**src/wrm_pkg.sv**
```systemverilog
// Types and constants for the windowed rate meter.
package wrm_pkg;

  localparam logic [1:0] OP_RECORD = 2'd0;
  localparam logic [1:0] OP_QUERY  = 2'd1;
  localparam logic [1:0] OP_CLEAR  = 2'd2;

  localparam int MS_PER_S = 1000;

  typedef struct packed {
    logic [1:0]  op;
    logic [31:0] sample_count;
    logic [39:0] sample_time_ms;
    logic [15:0] window_seconds;
  } cmd_t;

  typedef struct packed {
    logic [63:0] rate_q8;
    logic        span_zero;
  } result_t;

  typedef struct packed {
    logic [31:0] count;
    logic [39:0] time_ms;
  } slot_t;

  typedef enum logic [2:0] {
    ST_IDLE,
    ST_LAST,
    ST_OLD,
    ST_SUM,
    ST_WALK,
    ST_WSPAN,
    ST_MUL,
    ST_DIV
  } state_t;

endpackage

```
**src/windowed_rate_meter.sv**
```systemverilog
// Sliding-window rate meter over a ring of timestamped work-count samples.
//
// Commands: a transfer happens when start is high and busy is low; cmd carries
// op, sample_count, sample_time_ms and window_seconds.
// Record and clear produce no result and leave busy low.
// A query produces one result on the result port, flagged by done for
// exactly one cycle; the receiver cannot stall it and must take it then.
// Query: an empty ring gives a zero rate with span_zero set. Otherwise
// setup reads the newest and oldest samples, then every live sample is
// summed for the whole span or a window is walked back from the newest,
// the sum is scaled, and a DW = 50 + clog2(SLOTS) bit restoring divider
// yields one quotient bit per cycle; busy is high until the result shows.
// Samples live in one synchronous RAM of SLOTS entries; at most SLOTS-1
// samples are live. Reset and clear only reset the ring pointers, so no
// clearing pass over the RAM is needed.
module windowed_rate_meter
  import wrm_pkg::*;
#(
  parameter int SLOTS = 16
) (
  input  logic    clk,
  input  logic    rst,
  input  logic    start,
  input  cmd_t    cmd,
  output logic    busy,
  output logic    done,
  output result_t result
);

  localparam int PW   = $clog2(SLOTS);
  localparam int SUMW = 32 + PW;
  localparam int DW   = SUMW + 18;
  localparam int CW   = $clog2(DW + 1);

  state_t state, state_next;

  slot_t mem [SLOTS];
  slot_t rdata;
  logic [PW-1:0] raddr;
  logic we;

  logic [PW-1:0] newest, oldest, idx, last;
  logic [39:0] t_last;
  logic [40:0] thr, span, full_c, span_c, rem_sh;
  logic [SUMW-1:0] sum;
  logic [SUMW+9:0] prod;
  logic [DW-1:0] dvd;
  logic [39:0] rem;
  logic [CW-1:0] cnt;
  logic accept, empty, walk_c, cont_c, span_ok, qbit;

  function automatic logic [PW-1:0] nxt(input logic [PW-1:0] p);
    return (p == PW'(SLOTS - 1)) ? '0 : p + 1'b1;
  endfunction

  function automatic logic [PW-1:0] prv(input logic [PW-1:0] p);
    return (p == '0) ? PW'(SLOTS - 1) : p - 1'b1;
  endfunction

  assign busy    = (state != ST_IDLE);
  assign accept  = start && !busy;
  assign empty   = (newest == oldest);
  assign last    = prv(newest);
  assign full_c  = {1'b0, t_last} - {1'b0, rdata.time_ms};
  assign span_c  = full_c;
  assign walk_c  = (thr != '0) && !full_c[40] && (full_c >= thr);
  assign cont_c  = ($signed(span_c) < $signed(thr)) && (idx != oldest);
  assign span_ok = !span[40] && (span != '0);
  assign prod    = ({sum, 10'b0} - {6'b0, sum, 4'b0}) - {7'b0, sum, 3'b0};
  assign rem_sh  = {rem, dvd[DW-1]};
  assign qbit    = (rem_sh >= {1'b0, span[39:0]});
  assign we      = accept && (cmd.op == OP_RECORD);

  always_comb begin
    state_next = state;
    unique case (state)
      ST_IDLE:  if (accept && cmd.op == OP_QUERY && !empty) state_next = ST_LAST;
      ST_LAST:  state_next = ST_OLD;
      ST_OLD:   state_next = walk_c ? ST_WALK : ST_SUM;
      ST_SUM:   if (idx == last) state_next = ST_MUL;
      ST_WALK:  state_next = ST_WSPAN;
      ST_WSPAN: state_next = cont_c ? ST_WALK : ST_MUL;
      ST_MUL:   state_next = span_ok ? ST_DIV : ST_IDLE;
      ST_DIV:   if (cnt == CW'(1)) state_next = ST_IDLE;
      default:  state_next = ST_IDLE;
    endcase
  end

  always_comb begin
    unique case (state)
      ST_IDLE:  raddr = last;
      ST_LAST:  raddr = oldest;
      ST_OLD:   raddr = walk_c ? last : oldest;
      ST_SUM:   raddr = nxt(idx);
      ST_WALK:  raddr = prv(idx);
      default:  raddr = idx;
    endcase
  end

  always_ff @(posedge clk) begin
    if (we) begin
      mem[newest] <= '{count: cmd.sample_count, time_ms: cmd.sample_time_ms};
    end
    rdata <= mem[raddr];
  end

  always_ff @(posedge clk) begin
    if (rst) begin
      state  <= ST_IDLE;
      newest <= '0;
      oldest <= '0;
      done   <= 1'b0;
    end else begin
      state <= state_next;
      done  <= 1'b0;
      case (state)
        ST_IDLE: begin
          if (accept) begin
            case (cmd.op)
              OP_RECORD: begin
                newest <= nxt(newest);
                if (nxt(newest) == oldest) oldest <= nxt(oldest);
              end
              OP_CLEAR: begin
                newest <= '0;
                oldest <= '0;
              end
              OP_QUERY: begin
                thr <= 41'(cmd.window_seconds) * 41'(MS_PER_S);
                sum <= '0;
                if (empty) begin
                  done   <= 1'b1;
                  result <= '{rate_q8: '0, span_zero: 1'b1};
                end
              end
              default: ;
            endcase
          end
        end
        ST_LAST: t_last <= rdata.time_ms;
        ST_OLD: begin
          span <= full_c;
          idx  <= walk_c ? last : oldest;
        end
        ST_SUM: begin
          sum <= sum + SUMW'(rdata.count);
          idx <= nxt(idx);
        end
        ST_WALK: begin
          sum <= sum + SUMW'(rdata.count);
          idx <= prv(idx);
        end
        ST_WSPAN: span <= span_c;
        ST_MUL: begin
          if (!span_ok) begin
            done   <= 1'b1;
            result <= '{rate_q8: '0, span_zero: 1'b1};
          end
          dvd <= {prod, 8'b0};
          rem <= '0;
          cnt <= CW'(DW);
        end
        ST_DIV: begin
          rem <= qbit ? 40'(rem_sh - {1'b0, span[39:0]}) : rem_sh[39:0];
          dvd <= {dvd[DW-2:0], qbit};
          cnt <= cnt - 1'b1;
          if (cnt == CW'(1)) begin
            done   <= 1'b1;
            result <= '{rate_q8: 64'({dvd[DW-2:0], qbit}), span_zero: 1'b0};
          end
        end
        default: ;
      endcase
    end
  end

`ifndef NO_ASSERTIONS
  a_ring_nonempty: assert property (@(posedge clk) disable iff (rst)
    (accept && cmd.op == OP_RECORD) |=> (newest != oldest))
    else $error("ring empty after record");
  a_div_span: assert property (@(posedge clk) disable iff (rst)
    (state == ST_DIV) |-> (!span[40] && span != '0))
    else $error("divider running with non-positive span");
  a_zero_rate: assert property (@(posedge clk) disable iff (rst)
    (done && result.span_zero) |-> (result.rate_q8 == '0))
    else $error("nonzero rate with span_zero");
  a_busy_query: assert property (@(posedge clk) disable iff (rst)
    (state == ST_IDLE && accept && cmd.op == OP_QUERY && !empty) |=> busy)
    else $error("query not started");
`endif

endmodule

```
**config.mk**
```make
export PLATFORM = sky130hd
export DESIGN_NAME = windowed_rate_meter
export DESIGN_NICKNAME = d
export VERILOG_FILES = /design/src/wrm_pkg.sv /design/src/windowed_rate_meter.sv
export SDC_FILE = /design/constraint.sdc
export NUM_CORES = 2
export LEC_CHECK = 0
export BUFFER_PORTS_ARGS = -buffer_cell sky130_fd_sc_hd__buf_2
export CORE_ASPECT_RATIO = 1.5
export CORE_MARGIN = 5
export CORE_UTILIZATION = 57
export CTS_BUF_LIST = sky130_fd_sc_hd__clkbuf_8
export DETAILED_ROUTE_END_ITERATION = 7
export PLACE_DENSITY = 0.84
export SLEW_MARGIN = 10
export SYNTH_ARGS = -nofsm -noshare
export SYNTH_HDL_FRONTEND = slang
export SYNTH_SLANG_ARGS = --single-unit
```
**constraint.sdc**
```tcl
create_clock -name clk -period 20.8 [get_ports clk]
set_clock_uncertainty 0.15 [all_clocks]
set_input_delay 3.12 -clock clk [delete_from_list [all_inputs] [get_ports clk]]
set_output_delay 3.12 -clock clk [all_outputs]
set_load 0.02 [all_outputs]
```
After elaboration in Yosys (flattened, before gate mapping)
Memory sizes are Yosys's and may differ from the RTL's. A register that Yosys moved wholly into a read port is not among the register bits.
Index checks and enable logic that the tools add are counted.
{"block": "word_totals", "register_bits": 321, "latch_bits": 0, "mem_bits_rw": 1152, "rom_bits": 0, "input_bits": 93, "output_inout_bits": 67, "elab_cells": 131, "memories": 1}
{"memory": "mem", "words": 16, "width": 72, "read_ports": 1, "rd_clocked_by_memory_dff": 1, "write_ports": 1, "line_no": "windowed_rate_meter.sv:37", "text": "slot_t mem [SLOTS];"}
{"block": "classes", "n_addsub": 11, "multipliers": 1, "n_div": 0, "magnitude_cmp": 3, "eq_ne": 25, "n_shift": 0, "mux": 39, "n_bitwise": 1, "reduce_logical": 36}
{"operator": "$mux W65", "n": 5}
{"operator": "$pmux W65 S3", "n": 1}
{"operator": "$pmux W54 S2", "n": 1}
{"operator": "$reduce_bool A41 Y1", "n": 2}
{"operator": "$pmux W40 S2", "n": 1}
{"operator": "$mux W36", "n": 2}
{"operator": "$pmux W36 S2", "n": 1}
{"operator": "$sub A46 B39 Y46", "n": 1}
{"operator": "$sub A46 B40 Y46", "n": 1}
{"operator": "$ge A41 B26 Y1", "n": 1}
{"operator": "$ge A41 B40 Y1", "n": 1}
{"operator": "$lt A41 B27 Y1", "n": 1}
{"operator": "$sub A40 B40 Y41", "n": 1}
{"operator": "$mux W40", "n": 1}
{"operator": "$sub A40 B40 Y40", "n": 1}
{"operator": "$add A36 B32 Y36", "n": 1}
{"operator": "$mux W4", "n": 7}
{"operator": "$pmux W3 S8", "n": 1}
{"operator": "$mul A16 B7 Y23 const B", "n": 1}
{"operator": "$pmux W4 S5", "n": 1}
{"operator": "$pmux W4 S2", "n": 2}
{"operator": "$mux W3", "n": 5}
{"operator": "$ne A2 B2 Y1 const B", "n": 7}
{"operator": "$add A4 B1 Y4 const B", "n": 3}
{"operator": "other kinds (30)", "n": 67}

Depth between registers and ports, before layout
{"block": "depth", "depth_word": 7, "depth_mapped": 35, "depth_no_buf": 31}

Worst setup path after synthesis
OpenSTA, ideal clock, no wires.
{"block": "synth_timing", "path_kind": "input to register", "from": "in cmd[88] (netlist name)", "to": "mem mem[3][0] (netlist name), enable pin", "setup_ns": 0.590, "arrival_ns": 8.665, "required_time_ns": 20.060, "path_slack_ns": 11.395, "cell_stages": 4, "n_path_buf": 0, "path_cell_list": "nand3b_1 -> nor2_1 -> nand2_1 -> nor3_1"}
{"block": "synth_via", "elab_chain_cells": 4}
{"item": "start, declared", "line_no": "windowed_rate_meter.sv:24", "text": "input cmd_t cmd,"}
{"item": "$logic_not A2 Y1", "line_no": "windowed_rate_meter.sv:72", "text": "assign we = accept && (cmd.op == OP_RECORD);"}
{"item": "$logic_and A1 B1 Y1", "line_no": "windowed_rate_meter.sv:72"}
{"item": "$mux W1", "line_no": "windowed_rate_meter.sv:101", "text": "if (we) begin"}
{"item": "$mux W1 (not written as such)", "line_no": "windowed_rate_meter.sv:102", "text": "mem[newest] <= '{count: cmd.sample_count, time_ms: cmd.sample_time_ms};"}
{"item": "end, declared", "line_no": "windowed_rate_meter.sv:37"}
Every way passes these cells.

Final worst setup path
{"block": "layout_timing", "from": "reg t_last[0]", "to": "reg rdata[71] (netlist name)"}
{"block": "layout_via", "word_cells_on_any_way": 7, "cone_classes": "add/sub (1); order compare (1); mux (2); reduce/logical (3)"}
{"item": "start, declared", "line_no": "windowed_rate_meter.sv:43", "text": "logic [39:0] t_last;"}
{"item": "start signal, assigned", "line_no": "windowed_rate_meter.sv:140", "text": "ST_LAST: t_last <= rdata.time_ms;"}
{"item": "$sub A40 B40 Y41", "line_no": "windowed_rate_meter.sv:64", "text": "assign full_c = {1'b0, t_last} - {1'b0, rdata.time_ms};"}
{"item": "net full_c[12]", "line_no": "windowed_rate_meter.sv:44", "text": "logic [40:0] thr, span, full_c, span_c, rem_sh;"}
{"item": "$ge A41 B26 Y1", "line_no": "windowed_rate_meter.sv:66", "text": "assign walk_c = (thr != '0) && !full_c[40] && (full_c >= thr);"}
{"item": "$logic_and A1 B1 Y1", "line_no": "windowed_rate_meter.sv:66"}
{"item": "$mux W4", "line_no": "windowed_rate_meter.sv:93", "text": "ST_OLD: raddr = walk_c ? last : oldest;"}
{"item": "$pmux W4 S5", "line_no": "windowed_rate_meter.sv:90", "text": "unique case (state)"}
The timed path passes the listed nets, and every way through them passes these cells.
A chain may end at the register's enable or synchronous reset.

==> out/summary.json <==
{
  "cells_and_area": {
    "fin_util_pct": 62.9,
    "post_layout_nonfiller_instances": 7387,
    "drive_gt1_share_pct": 9.52,
    "nets": 6024,
    "flow.area_growth_from_synthesis_pct": 9.40,
    "fill_cells": 8562
  },
  "worst_hold_path": {
    "whs_path_depth": 0,
    "worst_hold_path_type": "reg -> reg",
    "hold_end": "t_last[9]",
    "worstHoldStart": "rdata[9]"
  },
  "status": {
    "run_status": "finished, final reports clean"
  },
  "die": {
    "dieHeight_microns": 440,
    "die_area_sq_um": 130000,
    "die_w_microns": 297,
    "placeableCoreArea_sq_um": 122000,
    "num_rows": 157,
    "start_util_pct": 57.5,
    "ios": 160
  },
  "placement": {
    "numPlacedInstances": 6980,
    "dp_hpwl_microns": 92400,
    "dp_worst_setup_slack_ps": 11300,
    "number_of_input_and_output_port_buffers_inserted": 149,
    "gp_congestion": 0.906
  },
  "route": {
    "first_iter_violations": 5043,
    "route.detailed.wl_per_inst_microns": 22.0,
    "postRouteAntennaNets": 0,
    "remaining_drc_errors": 0,
    "route.final.wire_length_microns": 162000,
    "drt_pass1_iterations": 6,
    "vias_per_cell": 6.10,
    "route.vias.total": 45100
  },
  "worst_setup_path": {
    "cpPeakStageDelay_ps": 910,
    "reg2reg_depth": 31,
    "crit_path_start_kind": "register",
    "slowest_stage": "buf_4",
    "critPathArrivalTime_ps": 10360,
    "r2r-start": "t_last[0]",
    "timing.critical_path.required_ps": 21450,
    "r2r-end": "rdata[71]",
    "setup.worst_path.end_class": "register",
    "regToRegSetupSlack_ps": 11100,
    "timing.critical_path.fanout_max": 180,
    "crit_type": "reg -> reg"
  },
  "clocking": {
    "maximum_count_of_clock_buffers_along_a_single_path": 3,
    "clk_latency_ps": 920,
    "cts-buffers-inserted": 204,
    "cts_hold_fix_bufs": 0,
    "tritoncts": "done",
    "clkSinkCount": 1535,
    "ctsRootBufferMaster": "clkbuf_8",
    "cts-resized-gates": 0,
    "cts.repair_timing.setup_buffer_count": 0,
    "cts.reportedPaths.clkPinSlew_ps": 80,
    "number_of_h_tree_levels": 4
  },
  "timing": {
    "final.min_clock_period_ps": 9700,
    "worstMarginPinSlew_ps": 1280,
    "setup_violations": 0,
    "tns_ps": 0,
    "rsz0062_at_grt": "false",
    "timing.final.crit_share_pct": 46.6,
    "fin_hold_ws_ps": 267,
    "timing.final.max_slew_violations": 0,
    "slew_headroom_pct": 14.7,
    "achievable-frequency_ghz": 0.103,
    "finalHoldViolCount": 0,
    "slack_of_the_critical_path_ps": 11100
  },
  "global_route": {
    "maximum_number_of_pins_on_one_net_before_global_route_repair": 203,
    "grt_util_all_layers_pct": 24.5,
    "total_congestion_overflow": 0,
    "grt_pass1_wl_microns": 249000,
    "via_count_of_the_first_global_routing_pass": 45200,
    "antenna_found_initial": 36
  },
  "synth": {
    "post_synth_and_or_nand_nor_area_fraction_pct": 11.4,
    "syn_avg_cell_area_sq_um": 12.9,
    "yosys.area_share.xor_xnor_pct": 2.07,
    "post-synth-top-area-fraction_pct": 62.0,
    "netlist_top_cells_count": "1451 x edfxtp_1, 779 x nand2_1, 483 x nand3_1",
    "library_cell_with_the_highest_instance_count_after_synthesis": "edfxtp_1",
    "synth_async_sr_flop_share_pct": 0,
    "largest_family_of_logic_cells_by_synthesized_area": "simple AND/OR/NAND/NOR gates",
    "seq_total_area_yosys_pct": 64.4,
    "yosys.area.top_type": "edfxtp_1",
    "netlist_instances": 5426,
    "ys_types": 80,
    "synthTopCellsByArea": "edfxtp_1 62%, ha_1 4.4%, mux2i_1 4.2%",
    "synthFlopType": "edfxtp_1",
    "synth_compound_area_share_pct": 8.01,
    "synth_edf_count": 1451,
    "synthesis.yosys.warnings": 0,
    "synth_area_sq_um": 70200,
    "ys_ff_latch": 1535,
    "post_synth_mux_area_share_pct": 4.25,
    "synth_fa_ha_area_share_pct": 6.89
  },
  "power": {
    "power_density_nw_per_um2": 147,
    "worst_ir_drop_vdd_mv": 0.277,
    "p_leak_nw": 28.4
  },
  "flow_run": {
    "drv.max_cap_violation_count": 0
  }
}
==> cells in the final DEF (no fill, tap or decap), types with 32 or more instances in the layout <==
cell type and instances:
clkbuf_8 226, dfxtp_1 84, fa_1 86, nand2_1 778
xor2_1 53, and2_1 66, o21ai_0 112, inv_1 319
nor2_1 205, buf_2 149, a21o_1 99, nand2b_1 32
a32oi_1 73, ha_1 249, a221o_1 74, a21oi_1 263
xnor2_1 113, buf_4 55, edfxtp_1 1451, mux2i_1 297
nand3_1 483, nor3_1 37
==> how the worst max path moves through the flow <==
| stage | startpoint | to | slack, ps | depth (start not counted) |
|---|---|---|---|---|
| after floorplan | cmd[88] | mem[3][0] | 11390 | 4 |
| after global placement | t_last[0] | rdata[41] | 11560 | 34 |
| after detailed placement | t_last[0] | rdata[71] | 11300 | 31 |
| after CTS | t_last[0] | rdata[35] | 11270 | 31 |
| after global routing | t_last[0] | rdata[42] | 10650 | 31 |
| final | t_last[0] | rdata[71] | 11100 | 31 |
==> state kept, by name, summed over array words and instances (netlist names), 6 cells and up <==
signal and flops:
rdata 72, t_last 40, rem 40, dvd 54, result 55, cnt 6, sum 36, span 41
thr 23, mem 1152
==> layout make-up <==
class | instances | area [sq um] | area share, %
inverter | 241 | 905 | 1.18
multi-input combinational | 3406 | 23200 | 30.1
clock buffer | 226 | 3110 | 4.05
clock inverter | 159 | 1120 | 1.45
antenna | 22 | 55.1 | 0.0717
sequential | 1535 | 45300 | 58.9
timing repair buffer | 208 | 1240 | 1.61
tap | 1590 | 1990 | 2.59
==> worst max-delay path, delay by kind of cell, from the launching register on <==
family / cells / cell delay [ps]
AO/OA/AOI/OAI: 12 / 3180
XOR/XNOR: 1 / 240
adder cells (fa/ha/maj): 3 / 880
AND/OR/NAND/NOR: 8 / 1810
buffers and inverters: 5 / 2250
multiplexers: 2 / 400
flip-flops: 1 / 360
==> power by group <==
group,internal [mW],leakage [nW],switching [mW]
clock network,1.18,2.43,1.11
logic,1.86,12.2,3.30
registers,3.68,13.8,0.128
==> layer usage <==
layer  GRT usage [%]  share of wire (%)  up-vias
met4            10.3                4.1       22
met2            41.3                 49     2299
met3            5.53                 10      477
met1            30.7                 36    21900
li1                -                  -    20400
met5               0              0.092        -
==> logic make-up (layout without fill, tap and decap cells) <==
logic type | Yosys count | after routing
XOR/XNOR | 166 | 166
multiplexers | 298 | 298
adder cells (fa/ha/maj) | 335 | 335
buffers and inverters | 494 | 834
AND/OR/NAND/NOR | 1771 | 1771
flip-flops | 1535 | 1535
other | 1 | 32
AO/OA/AOI/OAI | 826 | 826
==> through the flow <==
stage / power [mW] / area, sq um
6_report: 11.3 / 76800
5_1_grt: 11.9 / 76800
4_1_cts: 11.2 / 76800
3_5_place_dp: 8.92 / 72500
3_3_place_gp: 8.73 / 72500
2_1_floorplan: 7.60 / 70300
Power figures use the tool's default switching activity.
